**src/sv/lpfr_pkg.sv**
```systemverilog
// Shared constants, types and handshake structs of the LRU page frame replacer.
package lpfr_pkg;

  localparam int FRAMES        = 8;
  localparam int PAGE_BITS     = 16;
  localparam int STAMP_BITS    = 32;
  localparam int FAULT_BITS    = 32;
  localparam int CFG_BITS      = 4;
  localparam int IN_PAGE_BITS  = 16;
  localparam int OUT_IDX_BITS  = 3;
  localparam int OUT_PAGE_BITS = 16;

  localparam int IDX_BITS = (FRAMES > 1) ? $clog2(FRAMES) : 1;
  localparam int CNT_BITS = $clog2(FRAMES + 1);

  localparam logic [CFG_BITS-1:0]   FIU_RESET = CFG_BITS'(8);
  localparam logic [STAMP_BITS-1:0] STAMP_MAX = '1;
  localparam logic [FAULT_BITS-1:0] FAULT_MAX = '1;

  typedef enum logic [1:0] {
    ST_IDLE,
    ST_SCAN_HIT,
    ST_SCAN_LRU,
    ST_COMMIT
  } state_t;

  typedef struct packed {
    logic load;
    logic hit_step;
    logic hit_found;
    logic lru_start;
    logic lru_step;
    logic commit;
  } cmd_t;

  typedef struct packed {
    logic match;
    logic last;
    logic lru_done;
    logic out_free;
  } status_t;

endpackage

```
**src/sv/lpfr_ctrl.sv**
```systemverilog
// Controller state machine: sequences the hit scan, the LRU scan and the commit.
module lpfr_ctrl (
  input  logic              clk,
  input  logic              rst,
  input  logic              in_valid,
  output logic              in_ready,
  input  lpfr_pkg::status_t status,
  output lpfr_pkg::cmd_t    cmd
);

  lpfr_pkg::state_t state;
  lpfr_pkg::state_t state_next;

  always_ff @(posedge clk) begin
    if (rst) begin
      state <= lpfr_pkg::ST_IDLE;
    end else begin
      state <= state_next;
    end
  end

  always_comb begin
    state_next = state;
    cmd        = '0;
    in_ready   = 1'b0;
    case (state)
      lpfr_pkg::ST_IDLE: begin
        in_ready = 1'b1;
        if (in_valid) begin
          cmd.load   = 1'b1;
          state_next = lpfr_pkg::ST_SCAN_HIT;
        end
      end
      lpfr_pkg::ST_SCAN_HIT: begin
        if (status.match) begin
          cmd.hit_found = 1'b1;
          state_next    = lpfr_pkg::ST_COMMIT;
        end else if (status.last) begin
          cmd.lru_start = 1'b1;
          state_next    = lpfr_pkg::ST_SCAN_LRU;
        end else begin
          cmd.hit_step = 1'b1;
        end
      end
      lpfr_pkg::ST_SCAN_LRU: begin
        if (status.lru_done) begin
          state_next = lpfr_pkg::ST_COMMIT;
        end else begin
          cmd.lru_step = 1'b1;
        end
      end
      lpfr_pkg::ST_COMMIT: begin
        // hold until the output register is free
        if (status.out_free) begin
          cmd.commit = 1'b1;
          state_next = lpfr_pkg::ST_IDLE;
        end
      end
      default: begin
        state_next = lpfr_pkg::ST_IDLE;
      end
    endcase
  end

endmodule

```
**src/sv/lpfr_dpath.sv**
```systemverilog
// Datapath: frame table, scan pointer, use clock, fault counter and output register.
module lpfr_dpath (
  input  logic                                clk,
  input  logic                                rst,
  input  logic                                cfg_valid,
  input  logic [lpfr_pkg::CFG_BITS-1:0]       cfg_data,
  input  logic [lpfr_pkg::IN_PAGE_BITS-1:0]   page_number,
  input  lpfr_pkg::cmd_t                      cmd,
  output lpfr_pkg::status_t                   status,
  output logic                                out_valid,
  input  logic                                out_ready,
  output logic                                page_hit,
  output logic [lpfr_pkg::OUT_IDX_BITS-1:0]   frame_index,
  output logic                                evicted_valid,
  output logic [lpfr_pkg::OUT_PAGE_BITS-1:0]  evicted_page,
  output logic [lpfr_pkg::FAULT_BITS-1:0]     fault_total
);

  logic [lpfr_pkg::CFG_BITS-1:0]   frames_in_use;
  logic [lpfr_pkg::PAGE_BITS-1:0]  page_req;
  logic [lpfr_pkg::CNT_BITS-1:0]   scan;
  logic [lpfr_pkg::IDX_BITS-1:0]   slot;
  logic                            hit_r;
  logic [lpfr_pkg::STAMP_BITS-1:0] best_stamp;
  logic [lpfr_pkg::PAGE_BITS-1:0]  frame_page [lpfr_pkg::FRAMES];
  logic                            frame_valid [lpfr_pkg::FRAMES];
  logic [lpfr_pkg::STAMP_BITS-1:0] last_use_stamp [lpfr_pkg::FRAMES];
  logic [lpfr_pkg::STAMP_BITS-1:0] use_clock;
  logic [lpfr_pkg::FAULT_BITS-1:0] fault_count;

  logic [lpfr_pkg::CNT_BITS-1:0]   n_active;
  logic [lpfr_pkg::IDX_BITS-1:0]   scan_idx;
  logic [lpfr_pkg::STAMP_BITS-1:0] use_clock_next;
  logic [lpfr_pkg::FAULT_BITS-1:0] fault_count_next;

  // clamp the frame count to one..FRAMES
  always_comb begin
    if (frames_in_use == '0) begin
      n_active = lpfr_pkg::CNT_BITS'(1);
    end else if (32'(frames_in_use) > lpfr_pkg::FRAMES) begin
      n_active = lpfr_pkg::CNT_BITS'(lpfr_pkg::FRAMES);
    end else begin
      n_active = lpfr_pkg::CNT_BITS'(frames_in_use);
    end
  end

  assign scan_idx = scan[lpfr_pkg::IDX_BITS-1:0];

  assign use_clock_next   = (use_clock == lpfr_pkg::STAMP_MAX) ?
                            use_clock : use_clock + 1'b1;
  assign fault_count_next = (hit_r || fault_count == lpfr_pkg::FAULT_MAX) ?
                            fault_count : fault_count + 1'b1;

  assign status.match    = frame_valid[scan_idx] && (frame_page[scan_idx] == page_req);
  assign status.last     = (lpfr_pkg::CNT_BITS'(scan + 1'b1) == n_active);
  assign status.lru_done = (scan >= n_active);
  assign status.out_free = !out_valid || out_ready;

  always_ff @(posedge clk) begin
    if (rst) begin
      frames_in_use <= lpfr_pkg::FIU_RESET;
      scan          <= '0;
      slot          <= '0;
      hit_r         <= 1'b0;
      best_stamp    <= '0;
      use_clock     <= '0;
      fault_count   <= '0;
      out_valid     <= 1'b0;
      for (int i = 0; i < lpfr_pkg::FRAMES; i++) begin
        frame_valid[i]    <= 1'b0;
        last_use_stamp[i] <= '0;
      end
    end else begin
      if (cfg_valid) begin
        frames_in_use <= cfg_data;
      end

      if (cmd.load) begin
        page_req <= lpfr_pkg::PAGE_BITS'(page_number);
        scan     <= '0;
        hit_r    <= 1'b0;
      end

      if (cmd.hit_step) begin
        scan <= lpfr_pkg::CNT_BITS'(scan + 1'b1);
      end

      if (cmd.hit_found) begin
        slot  <= scan_idx;
        hit_r <= 1'b1;
      end

      if (cmd.lru_start) begin
        slot       <= '0;
        best_stamp <= last_use_stamp[0];
        scan       <= lpfr_pkg::CNT_BITS'(1);
      end

      if (cmd.lru_step) begin
        // strict compare keeps the lowest index on ties
        if (last_use_stamp[scan_idx] < best_stamp) begin
          slot       <= scan_idx;
          best_stamp <= last_use_stamp[scan_idx];
        end
        scan <= lpfr_pkg::CNT_BITS'(scan + 1'b1);
      end

      if (cmd.commit) begin
        use_clock            <= use_clock_next;
        last_use_stamp[slot] <= use_clock_next;
        fault_count          <= fault_count_next;
        if (!hit_r) begin
          frame_page[slot]  <= page_req;
          frame_valid[slot] <= 1'b1;
        end
        out_valid     <= 1'b1;
        page_hit      <= hit_r;
        frame_index   <= lpfr_pkg::OUT_IDX_BITS'(slot);
        evicted_valid <= !hit_r && frame_valid[slot];
        evicted_page  <= (!hit_r && frame_valid[slot]) ?
                         lpfr_pkg::OUT_PAGE_BITS'(frame_page[slot]) : '0;
        fault_total   <= fault_count_next;
      end else if (out_ready) begin
        out_valid <= 1'b0;
      end
    end
  end

endmodule

```
**src/sv/lru_page_frame_replacer.sv**
```systemverilog
// Top level of the LRU page frame replacer: controller plus datapath.
//
// Takes one page reference per request and keeps a fully associative set of
// frames, each with a page number, a valid mark and a last-use stamp. The
// controller first walks the frames in use, one per cycle, looking for a
// resident copy of the page; a hit refreshes that frame's stamp. On a miss it
// walks the frames again, one per cycle, keeping the smallest stamp (lowest
// index on ties, so empty frames fill in order), loads the page there and
// counts a fault. Each request yields exactly one result: hit or fault, the
// frame used, the evicted page (zero when none) and the saturating fault
// total. One request is in work at a time. A hit ends the first walk at the
// frame where it is found, and a fault walks the frames in use twice; the
// single sequential scan pointer over the frame table sets how long a request
// takes. A finished result sits in an output register, so the next request is
// accepted while it waits; the commit of that next request holds until the
// result has been taken. The frame count register (clamped to one..eight) is
// written through the cfg channel, which is always ready and must only be used
// while the block is idle.
module lru_page_frame_replacer (
  input  logic                                clk,
  input  logic                                rst,
  input  logic                                cfg_valid,
  output logic                                cfg_ready,
  input  logic [lpfr_pkg::CFG_BITS-1:0]       cfg_data,
  input  logic                                in_valid,
  output logic                                in_ready,
  input  logic [lpfr_pkg::IN_PAGE_BITS-1:0]   page_number,
  output logic                                out_valid,
  input  logic                                out_ready,
  output logic                                page_hit,
  output logic [lpfr_pkg::OUT_IDX_BITS-1:0]   frame_index,
  output logic                                evicted_valid,
  output logic [lpfr_pkg::OUT_PAGE_BITS-1:0]  evicted_page,
  output logic [lpfr_pkg::FAULT_BITS-1:0]     fault_total
);

  lpfr_pkg::cmd_t    cmd;
  lpfr_pkg::status_t status;

  // take configuration writes at any time
  assign cfg_ready = 1'b1;

  lpfr_ctrl u_ctrl (
    .clk      (clk),
    .rst      (rst),
    .in_valid (in_valid),
    .in_ready (in_ready),
    .status   (status),
    .cmd      (cmd)
  );

  lpfr_dpath u_dpath (
    .clk           (clk),
    .rst           (rst),
    .cfg_valid     (cfg_valid),
    .cfg_data      (cfg_data),
    .page_number   (page_number),
    .cmd           (cmd),
    .status        (status),
    .out_valid     (out_valid),
    .out_ready     (out_ready),
    .page_hit      (page_hit),
    .frame_index   (frame_index),
    .evicted_valid (evicted_valid),
    .evicted_page  (evicted_page),
    .fault_total   (fault_total)
  );

endmodule

```
**config.mk**
```make
export PLATFORM = sky130hd
export DESIGN_NAME = lru_page_frame_replacer
export DESIGN_NICKNAME = d
export VERILOG_FILES = /design/src/sv/lpfr_pkg.sv /design/src/sv/lpfr_ctrl.sv /design/src/sv/lpfr_dpath.sv /design/src/sv/lru_page_frame_replacer.sv
export SDC_FILE = /design/constraint.sdc
export NUM_CORES = 1
export LEC_CHECK = 0
export BUFFER_PORTS_ARGS = -buffer_cell sky130_fd_sc_hd__clkbuf_2
export CORE_UTILIZATION = 40
export CTS_CLUSTER_SIZE = 40
export DETAILED_ROUTE_END_ITERATION = 12
export PLACE_DENSITY = 0.55
export SYNTH_ARGS = -nofsm -noshare
export SYNTH_HDL_FRONTEND = slang
export SYNTH_HIERARCHICAL = 1
export SYNTH_SLANG_ARGS = --single-unit
```
**constraint.sdc**
```tcl
create_clock -name clk -period 7.9 [get_ports clk]
set_input_delay 0.79 -clock clk [delete_from_list [all_inputs] [get_ports clk]]
set_output_delay 0.79 -clock clk [all_outputs]
set_load 0.01 [all_outputs]
```
* Word-level counts from Yosys, hierarchy flattened
Memories as Yosys holds them, arrays and structs flattened. A register that Yosys moved wholly into a read port is not among the register bits.
Index checks and enable logic that the tools add are counted.
** Storage, ports and cells
- Flip-flop bits (word level) :: 164
- Bits in latches :: 0
- RAM bits :: 392
- ROM bits :: 0
- Input port bits :: 25
- Output and inout port bits :: 56
- Logic and storage cells :: 112
- Memories kept :: 3
** Cells by class
- Add/subtract/negate cells :: 3
- Multiply operators :: 0
- Div/mod/pow operators :: 0
- Magnitude comparators :: 3
- Eq/ne operators :: 11
- Shifts and indexed selects :: 0
- Mux-type cells :: 60
- Bitwise logic cells :: 1
- Reduce and logical (&&, ||, !) cells :: 17
** Memory list
- u_dpath.last_use_stamp :: depth 8, width 32, read ports 2, clocked after memory_dff 1, write ports 8, RTL line lpfr_dpath.sv:27 : logic [lpfr_pkg::STAMP_BITS-1:0] last_use_stamp [lpfr_pkg::FRAMES];
- u_dpath.frame_page :: depth 8, width 16, read ports 2, clocked after memory_dff 2, write ports 1, RTL line lpfr_dpath.sv:25 : logic [lpfr_pkg::PAGE_BITS-1:0] frame_page [lpfr_pkg::FRAMES];
- u_dpath.frame_valid :: depth 8, width 1, read ports 2, clocked after memory_dff 2, write ports 8, RTL line lpfr_dpath.sv:26 : logic frame_valid [lpfr_pkg::FRAMES];
** Operator list (count)
- $mux W32 :: 6
- $add A32 B1 Y32 const B :: 2
- $eq A32 B32 Y1 const B :: 2
- $mux W3 :: 14
- $lt A32 B32 Y1 :: 1
- $reduce_or A32 Y1 :: 1
- $mux W1 :: 28
- $mux W4 :: 6
- $eq A16 B16 Y1 :: 1
- $mux W2 :: 5
- $pmux W2 S4 :: 1
- $ne A2 B2 Y1 const B :: 3
- $add A4 B1 Y4 const B :: 1
- $eq A2 B2 Y1 const B :: 2
- $eq A4 B4 Y1 :: 1
- $ge A4 B4 Y1 :: 1
- $gt A4 B4 Y1 const B :: 1
- $logic_not A4 Y1 :: 1
- $reduce_and A2 Y1 :: 2
- $reduce_and A4 Y1 :: 1
- $reduce_bool A2 Y1 :: 2
- $reduce_bool A4 Y1 :: 1
- $logic_not A1 Y1 :: 3
- $ne A3 B3 Y1 const B :: 1
- other kinds (6) :: 8

* Longest topological paths before layout
Gate-level depths: netlist of the first run.
- Word-level depth :: 12
- Depth in mapped cells :: 16
- Depth with buffers taken out :: 15

* Hierarchy
The synthesis of the first run kept the hierarchy.
** By module, submodules not included
- lpfr_dpath :: times used 1, cells an instance 2013, area an instance 26760.7 µm², seq. area each 16005.4 µm²
- lpfr_ctrl :: times used 1, cells an instance 25, area an instance 227.7 µm², seq. area each 40.0 µm²
- lru_page_frame_replacer :: times used 1, cells an instance 2, area an instance 11.3 µm², seq. area each 0.0 µm²

* Least setup slack after synthesis of the first run
No wires, ideal clock.
- Path type :: input to register
- Start point :: in out_ready
- End point :: mem u_dpath/last_use_stamp[7][0] (netlist name), enable pin
- Library setup time :: 0.389 ns
- Arrival :: 5.262 ns
- Data required time :: 7.511 ns
- Path slack :: 2.248 ns
- Stages on the path :: 10
- Path buffers :: 3
- Cell sequence :: nand2b_1 -> and2_1 -> clkbuf_1 -> inv_1 -> nor2_1 -> and2_1 -> clkbuf_1 -> nand3_1 -> clkbuf_1 -> nand2_1
** RTL lines
- from (decl) :: RTL line lru_page_frame_replacer.sv:29 : input logic out_ready,
- to (decl) :: RTL line lpfr_dpath.sv:27

==> flow_metrics.py, run 1 <==
metrics = {
    "job": {
        "cap_violations": 0,
    },
    "sta": {
        "worst_pin_slew_ns": 1.17,
        "setup_violations": 0,
        "slew_headroom_pct": 19.8,
        "finalClockSkew_ns": 0.0288,
        "whs_ns": 0.319,
        "period_share_pct": 64.9,
        "final.setup.tns_ns": 0,
        "period_needed_ns": 5.12,
        "slew_viol_final": 0,
        "finalHoldViolations": 0,
        "rsz0062_at_grt": "no",
        "max_freq_ghz": 0.195,
    },
    "yosys": {
        "async_reset_ff_share_pct": 0,
        "ys_warn_count": 6,
        "seq_area_frac_synth_pct": 59.4,
        "synth_edf_count": 453,
        "synthCells": 2040,
        "avgSynthCellArea_sq_um": 13.2,
        "ys_seq_elements": 575,
        "synthTopCellsByArea": "edfxtp_1, mux4_2, dfxtp_1",
        "ys_types": 80,
        "ys.flop_type": "edfxtp_1",
        "synth_top_area_cell": "edfxtp_1",
        "syn_nets": 2107,
        "synth.top_cell.area_share_pct": 50.4,
        "syn_area_sq_um": 27000,
    },
    "drt": {
        "drt-total-wl_um": 66900,
        "drtAntennaViolNets": 0,
        "drt-initial-drc-count": 1228,
        "drc": 0,
        "firstDrtPassIters": 4,
        "dr_total_vias": 16751,
        "viasPerCell": 5.59,
        "post_drt_wl_per_cell_um": 22.3,
    },
    "cells_and_area": {
        "syn_to_final_growth_pct": 12.1,
        "layout.cells.non_filler": 2998,
        "drive_gt1_share_pct": 20.6,
        "nets": 2148,
        "antennaDiodeCount": 0,
        "final_common_cell": "edfxtp_1",
        "mostFrequentLayoutCells": "edfxtp_1, nor2_1, mux4_2",
        "fillers": 5915,
    },
    "clock_tree": {
        "clk_latency_ns": 0.64,
        "clkSlewWorstSetupHoldPaths_ns": 0.06,
        "cts.sinks": 575,
        "cts.path.max_buffers": 3,
        "post-cts-setup-buffers": 0,
        "cts_root_buffer": "clkbuf_16",
        "hold_buffers": 0,
        "cts_tree": "done",
        "cts_buffers": 61,
        "cts_resized": 0,
        "h-tree-depth": 2,
    },
    "critical_path": {
        "end_kind": "register",
        "cp-start-kind": "register",
        "r2r.worst_path.cells": 11,
        "r2r_setup_slack_ns": 2.78,
        "cp.arrival_ns": 5.67,
        "path_class": "reg -> reg",
        "cp_max_fo": 53,
        "r2r_end": "u_dpath/best_stamp[9]",
        "cp.required_ns": 8.44,
    },
    "place": {
        "portBuffers": 79,
        "dp_hpwl_um": 39500,
        "gp_congestion": 0.795,
        "dp_cells": 2882,
    },
    "die": {
        "core_sq_um": 66200,
        "die_h_um": 262,
        "rows": 94,
        "start_util_pct": 40.8,
        "dieArea_sq_um": 68500,
        "io_pins": 81,
        "die_w_um": 262,
    },
    "global_route": {
        "antenna_found_initial": 0,
        "grt_pass1_wl_um": 103000,
        "grt_overflow": 0,
        "grt_max_degree": 67,
        "grt_pass1_vias": 17141,
        "track_usage_pct": 19.9,
    },
    "hold_path": {
        "hold_class": "in -> reg",
        "hold-path-cell-count": 1,
        "holdPathEnd": "u_dpath/page_req[9]",
        "hold_path_startpoint": "page_number[9]",
    },
    "pwr": {
        "p_leak_nw": 9.50,
        "p_per_area_nw_per_um2": 257,
        "vdd_drop_max_v": 0.000183,
        "p_total_mw": 7.79,
    },
    "status": {
        "outcome": "finished clean",
    },
}
-- through the flow --
stage                     setup WS [ns]  instance area, sq um  utilization [%]
final                              2.78                 30300             45.7
after detailed placement           2.82                 28200             42.6
after global placement             2.89                 28200             42.6
after CTS                          2.78                 30300             45.7
after global routing               2.34                 30300             45.7
after floorplan                    2.25                 27000                -
-- cells in the mapped netlist (all sizes together), types with 9 or more instances --
master / number
buf: 52
mux4: 132
or3: 16
edfxtp: 453
o21ai: 86
nor4: 11
xnor2: 70
a21o: 12
mux2i: 38
o211ai: 14
nand2: 94
nand4: 32
nor3: 15
mux2: 35
nand3: 74
inv: 52
nor2: 320
and3: 16
dfxtp: 122
and2: 15
ha: 42
a21oi: 104
and4: 17
clkbuf: 87
xor2: 51
a211oi: 9
-- per-layer routing --
metal | track usage [%] | wire length [um]
met3 | 2.96 | 3270
met5 | 0 | 0
met4 | 5.38 | 1250
met1 | 27.2 | 29900
met2 | 33.0 | 32500
-- where the power goes --
part           leakage, nW  internal, mW  switching [mW]
sequential            5.19          3.41           0.175
clock                0.990          1.72            1.20
combinational         3.33         0.649           0.633
-- sequential cells by signal, indices dropped and copies added, names as in the netlist, 2 cells and up, named ones only --
register,flops
u_dpath/frame_index,3
u_dpath/use_clock,32
u_dpath/slot,3
u_dpath/fault_count,32
u_ctrl/state,2
u_dpath/evicted_page,16
u_dpath/scan,4
u_dpath/page_req,16
u_dpath/best_stamp,32
u_dpath/frame_page,128
u_dpath/frame_valid,8
u_dpath/fault_total,32
u_dpath/frames_in_use,4
u_dpath/last_use_stamp,256
-- final cells by class --
class	count	area, sq um	area share, %
Inverter	52	195	0.645
Multi-Input combinational cell	1274	10200	33.7
Clock buffer	87	1690	5.60
Tap cell	864	1080	3.57
Sequential cell	575	16100	53.0
Clock inverter	29	340	1.12
Timing Repair Buffer	117	696	2.30
-- worst max path at each step --
stage / slack (ns) / from / end / cells past startpoint
floorplan: 2.25 / out_ready / u_dpath/last_use_stamp[7][0] / 10
global placement: 2.89 / register / u_dpath/best_stamp[14] / 11
detailed placement: 2.82 / register / u_dpath/best_stamp[16] / 11
CTS: 2.78 / register / u_dpath/best_stamp[10] / 11
global route: 2.34 / register / register / 15
finish: 2.78 / register / u_dpath/best_stamp[9] / 11
-- worst max-delay path, cell delays in order (launching register included) --
cell and delay, ns:
dfxtp_4 1.03, buf_12 0.49, mux4_2 0.56, mux2_2 0.30
ha_1 0.30, and4_1 0.20, nand2_1 0.12, nor3_1 0.55
o41a_1 0.78, buf_4 0.36, o21ai_0 0.11, a21oi_1 0.17
-- cell families after synthesis --
logic type	share of synthesized area (%)
mux	13.9
other cells	0.0139
xor+xnor	4.23
compound gates	6.13
simple gates	11.3
flops	59.4
fa+ha+maj	1.95
buf+inv	3.03
Power figures use the tool's default switching activity.
==> run 2: changes to the inputs <==
==> constraint.sdc (replaced) <==
create_clock -name clk -period 5 [get_ports clk]
set_input_delay 0.5 -clock clk [delete_from_list [all_inputs] [get_ports clk]]
set_output_delay 0.5 -clock clk [all_outputs]
set_load 0.01 [all_outputs]
==> run 2 against run 1 <==
Highest routed layer unchanged; first-iteration DRC count up 11%; combinational power up 68%; sequential power rose by 56%; wire length grew 1.0%; clock power increased by 47%; worst hold slack lost 0.28 ns; largest power group unchanged; clock skew down 0.0033 ns; critical path type unchanged; count of clock-buffer cells in the layout rose by 4; critical endpoint is now u_dpath/slot[0]; die area did not move.
==> flow_metrics.py, run 2 (synthesis gave the netlist of run 1 again) <==
metrics = {
    "die": {
        "die_w_um": 262,
        "die_h_um": 262,
        "rows": 94,
        "core_sq_um": 66200,
        "dieArea_sq_um": 68500,
        "io_pins": 81,
        "start_util_pct": 40.8,
    },
    "sta": {
        "finalHoldViolations": 0,
        "rsz0062_at_grt": "no",
        "slew_headroom_pct": 20.6,
        "finalClockSkew_ns": 0.0255,
        "max_freq_ghz": 0.229,
        "worst_pin_slew_ns": 1.18,
        "slew_viol_final": 0,
        "setup_violations": 0,
        "final.setup.tns_ns": 0,
        "period_share_pct": 87.4,
        "period_needed_ns": 4.37,
    },
    "clock_tree": {
        "post-cts-setup-buffers": 0,
        "cts_root_buffer": "clkbuf_16",
        "h-tree-depth": 2,
        "cts.path.max_buffers": 3,
        "clk_latency_ns": 0.64,
        "cts.sinks": 575,
        "clkSlewWorstSetupHoldPaths_ns": 0.06,
        "cts_buffers": 60,
        "cts_tree": "done",
    },
    "critical_path": {
        "r2r_setup_slack_ns": 0.63,
        "cp_slowest_cell": "dfxtp_4",
        "cp-start-kind": "register",
        "path_class": "reg -> reg",
        "r2r.worst_path.cells": 13,
        "max_stage_delay_ns": 0.83,
        "path_cells": "buf_4 -> mux4_2 -> mux2i_1 -> xnor2_1 -> nor4_1 -> nand4_1 -> nor4_2 -> buf_4 -> and3b_2 -> buf_4 -> nor2_1 -> nand3_1 -> o32ai_1",
        "r2r_end": "u_dpath/slot[0]",
        "cpMostUsedCell": "buf_4",
        "end_kind": "register",
        "cp_max_fo": 65,
        "cp.required_ns": 5.51,
        "cp.arrival_ns": 4.88,
    },
    "drt": {
        "post_drt_wl_per_cell_um": 22.4,
        "drt-total-wl_um": 67600,
        "drc": 0,
        "drt-initial-drc-count": 1364,
        "viasPerCell": 5.57,
        "firstDrtPassIters": 5,
        "dr_total_vias": 16814,
        "drtAntennaViolNets": 0,
    },
    "cells_and_area": {
        "syn_to_final_growth_pct": 12.4,
        "largest_reg_flops": 256,
        "drive_gt1_share_pct": 21.2,
        "top_regs": "u_dpath/last_use_stamp: 256 flops, u_dpath/frame_page: 128 flops",
        "final_common_cell": "edfxtp_1",
        "regMostFlops": "u_dpath/last_use_stamp",
        "nets": 2172,
        "mostFrequentLayoutCells": "edfxtp_1, nor2_1, mux4_2",
        "antennaDiodeCount": 0,
    },
    "place": {
        "gp_congestion": 0.798,
        "portBuffers": 79,
        "dp_hpwl_um": 40600,
    },
    "hold_path": {
        "hold_class": "in -> reg",
        "hold_path_startpoint": "page_number[5]",
        "hold-path-cell-count": 1,
        "holdPathEnd": "u_dpath/page_req[5]",
    },
    "global_route": {
        "grt_pass1_wl_um": 104000,
        "antenna_found_initial": 0,
        "grt_pass1_vias": 17229,
        "grt_overflow": 0,
        "track_usage_pct": 20.1,
        "grt_max_degree": 66,
    },
    "job": {
        "cap_violations": 0,
    },
    "pwr": {
        "vdd_drop_max_v": 0.000262,
        "p_per_area_nw_per_um2": 397,
        "p_leak_nw": 9.57,
        "p_total_mw": 12.0,
    },
    "status": {
        "outcome": "finished clean",
    },
}
[run 2: cell count changes in the layout (fill, tap and decap cells not counted), sizes merged]
cell,before,now
clkinv,18,17
clkbuf,165,169
inv,55,54
dlygate4sd3,0,6
bufinv,7,1
buf,39,58
[run 2: worst max-delay path: cells and delay by family (launching register included)]
kind | cells | cell delay [ns]
compound gates | 1 | 0.17
xor+xnor | 1 | 0.16
buf+inv | 3 | 0.91
flops | 1 | 0.83
mux | 2 | 0.49
simple gates | 6 | 1.66
[run 2: area by class of cell]
cell class                 count  area (sq um)
clock buffer                  91          1740
clock inverter                21           153
fill                        5907         35900
inverter                      52           195
multi-input combinational   1274         10200
sequential                   575         16100
tap                          864          1080
timing repair buffer         142           911
[run 2: how the worst max path moves through the flow]
stage                                   end  slack (ns)  depth (start not counted)
6_report                    u_dpath/slot[0]        0.63                         13
5_1_grt               u_dpath/best_stamp[5]        0.12                         13
4_1_cts                     u_dpath/slot[1]        0.39                         13
3_5_place_dp                u_dpath/slot[1]        0.42                         13
3_3_place_gp         u_dpath/best_stamp[20]        0.50                         13
2_1_floorplan  u_dpath/last_use_stamp[7][0]        0.54                         10
[run 2: through the flow]
step	utilization [%]	cell area [sq um]	setup slack [ns]	hold WS, ns	instances
floorplan	-	27000	0.536	0.420	2040
global placement	42.9	28400	0.498	0.461	2901
detailed placement	42.9	28400	0.422	0.464	2901
CTS	45.8	30300	0.391	0.00124	3019
global route	45.8	30300	0.119	0.00757	3019
finish	45.8	30300	0.631	0.0378	3019
[run 2: where the power goes]
part	internal (mW)	switching [mW]	leakage (nW)	total, mW
registers	5.39	0.199	5.19	5.59
clock network	2.44	1.85	0.927	4.29
logic	1.07	1.09	3.45	2.15
total	8.90	3.13	9.57	12.0
[run 2: layer usage]
layer,up-vias,GRT usage (%),share of wire (%)
met2,422,33.8,49
met1,8571,27.5,44
met4,0,5.56,1.7
met3,78,2.30,5.0
li1,7743,-,-
met5,-,0,0
[run 2: timing repair]
| action | in CTS | in global routing |
|---|---|---|
| hold buffers | 6 | 0 |
| gates resized for setup | 0 | 1 |
| setup endpoints to repair | 0 | 1 |
| endpoints found under the hold margin | 6 | 0 |
==> run 3: changes to the inputs <==
--- a/config.mk
+++ b/config.mk
@@ -7,9 +7,11 @@
 export LEC_CHECK = 0
 export BUFFER_PORTS_ARGS = -buffer_cell sky130_fd_sc_hd__clkbuf_2
 export CORE_UTILIZATION = 40
+export CTS_CLUSTER_DIAMETER = 30
 export CTS_CLUSTER_SIZE = 40
 export DETAILED_ROUTE_END_ITERATION = 12
 export PLACE_DENSITY = 0.55
+export RECOVER_POWER = 50
 export SYNTH_ARGS = -nofsm -noshare
 export SYNTH_HDL_FRONTEND = slang
 export SYNTH_HIERARCHICAL = 1
==> run 3 against run 2 <==
Highest routed layer unchanged; non-clock buffer count grew 8; the run now ends with capacitance limit, slew limit left; die area is the same; global-route usage grew 0.44 points.
==> flow_metrics.py, run 3 (synthesis gave the netlist of run 1 again) <==
metrics = {
    "cells_and_area": {
        "drive_gt1_share_pct": 21.2,
        "fillers": 5760,
        "antennaDiodeCount": 0,
        "largest_reg_flops": 256,
        "regMostFlops": "u_dpath/last_use_stamp",
        "final_common_cell": "edfxtp_1",
        "nets": 2238,
        "stdcell_area_sq_um": 32500,
        "layout.cells.non_filler": 3139,
        "mostFrequentLayoutCells": "edfxtp_1, nor2_1, mux4_2",
        "syn_to_final_growth_pct": 20.2,
        "top_regs": "u_dpath/last_use_stamp: 256 flops, u_dpath/frame_page: 128 flops",
    },
    "sta": {
        "finalClockSkew_ns": 0.0679,
        "whs_ns": 0.0823,
        "period_share_pct": 91.1,
        "max_freq_ghz": 0.220,
        "period_needed_ns": 4.56,
        "final.setup.tns_ns": 0,
        "setup_violations": 0,
        "worst_pin_slew_ns": 3.25,
        "rsz0062_at_grt": "no",
        "slew_viol_final": 175,
        "slew_headroom_pct": -117,
        "finalHoldViolations": 0,
    },
    "die": {
        "die_w_um": 262,
        "die_h_um": 262,
        "dieArea_sq_um": 68500,
        "core_sq_um": 66200,
        "rows": 94,
        "io_pins": 81,
        "start_util_pct": 40.8,
    },
    "critical_path": {
        "cp_num_buf_inv": 3,
        "max_stage_delay_ns": 1.81,
        "crit_family": "buffers and inverters",
        "cp.arrival_ns": 4.90,
        "cp.required_ns": 5.35,
        "r2r_setup_slack_ns": 0.44,
        "path_cells": "clkbuf_1 -> nor2b_1 -> nand2_1 -> clkbuf_2 -> nand2_1 -> buf_4",
        "cpMostUsedCell": "nand2_1",
        "end_kind": "register",
        "cp-start-kind": "register",
        "path_class": "reg -> reg",
        "cp_slowest_cell": "clkbuf_1",
        "cp_max_fo": 41,
    },
    "pwr": {
        "vdd_drop_max_v": 0.000302,
        "p_per_area_nw_per_um2": 482,
        "p_leak_nw": 10.5,
        "p_total_mw": 15.7,
    },
    "clock_tree": {
        "cts_root_buffer": "clkbuf_16",
        "cts_buffers": 118,
        "h-tree-depth": 3,
        "cts_tree": "done",
        "cts.path.max_buffers": 3,
        "clk_latency_ns": 0.69,
        "clkSlewWorstSetupHoldPaths_ns": 0.05,
        "cts.sinks": 575,
    },
    "place": {
        "portBuffers": 79,
        "dp_cells": 2901,
        "dp_hpwl_um": 40600,
        "gp_congestion": 0.798,
        "postPlaceCellArea_sq_um": 28400,
    },
    "global_route": {
        "track_usage_pct": 20.5,
        "met3_usage_pct": 3.44,
        "grt_pass1_vias": 17886,
        "grt_overflow": 0,
        "grt_max_degree": 66,
        "use_met2_pct": 34.0,
        "grt.met1_usage_pct": 27.6,
        "grt_busiest_layer": "met2",
        "grt_pass1_wl_um": 107000,
        "antenna_found_initial": 0,
    },
    "hold_path": {
        "hold_class": "in -> reg",
    },
    "job": {
        "cap_violations": 6,
    },
    "drt": {
        "firstDrtPassIters": 8,
        "drt-initial-drc-count": 1217,
        "drc": 0,
        "drt-total-wl_um": 68900,
        "post_drt_wl_per_cell_um": 21.9,
        "viasPerCell": 5.50,
        "drtAntennaViolNets": 0,
        "dr_total_vias": 17266,
    },
    "status": {
        "outcome": "finished with violations",
        "violations": "capacitance limit, slew limit",
    },
}
==> run 3: cell count changes in the layout (fill, tap and decap cells not counted), moves of 10 or more <==
cell / delta
buf_4: -20
bufinv_16: +16
clkbuf_1: +66
clkbuf_16: +58
clkbuf_2: -49
clkinv_2: +19
clkinvlp_4: +10
==> run 3: area by class of cell <==
cell class | instances | area (sq um) | share of cell area [%]
multi-input combinational | 1274 | 10200 | 31.3
inverter | 52 | 195 | 0.601
timing repair buffer | 150 | 858 | 2.64
tap | 864 | 1080 | 3.33
clock buffer | 140 | 3090 | 9.51
clock inverter | 84 | 1030 | 3.16
sequential | 575 | 16100 | 49.5
==> run 3: final timing paths <==
check                    startpoint                            end  depth (start not counted)
min reg2reg  u_dpath/frame_valid[5]         u_dpath/frame_valid[5]                          1
max                 u_dpath/slot[2]  u_dpath/last_use_stamp[3][12]                          6
min                  page_number[0]            u_dpath/page_req[0]                          1
max reg2reg         u_dpath/slot[2]  u_dpath/last_use_stamp[3][12]                          6
==> run 3: layer usage <==
layer,part of all wire (%),vias up
li1,-,7927
met1,44,8725
met2,49,488
met3,5.1,126
met4,2.4,0
met5,0,-
==> run 3: per-stage QoR <==
step | util, % | setup WS (ns)
after detailed placement | 42.9 | 0.422
after global placement | 42.9 | 0.498
after CTS | 49.3 | 0.397
after floorplan | - | 0.536
after global routing | 49.0 | 0.111
final | 49.0 | 0.445
==> run 3: repair_timing <==
item,CTS,global route
gates resized for setup,0,1
endpoints found under the setup margin,0,30
setup buffers,0,0
hold buffers,14,0
hold endpoints to repair,14,0
==> run 3: worst register-to-register path, cell delays in order, from the launching register on <==
cell and delay [ns]:
dfxtp_1 0.30, clkbuf_1 1.81, nor2b_1 0.16, nand2_1 0.17, clkbuf_2 0.86, nand2_1 0.53, buf_4 0.41
==> run 3: where the power goes <==
group	switching, mW	internal (mW)	total [mW]
Sequential	0.199	5.41	5.61
Clock	2.61	5.29	7.90
Combinational	1.09	1.06	2.15
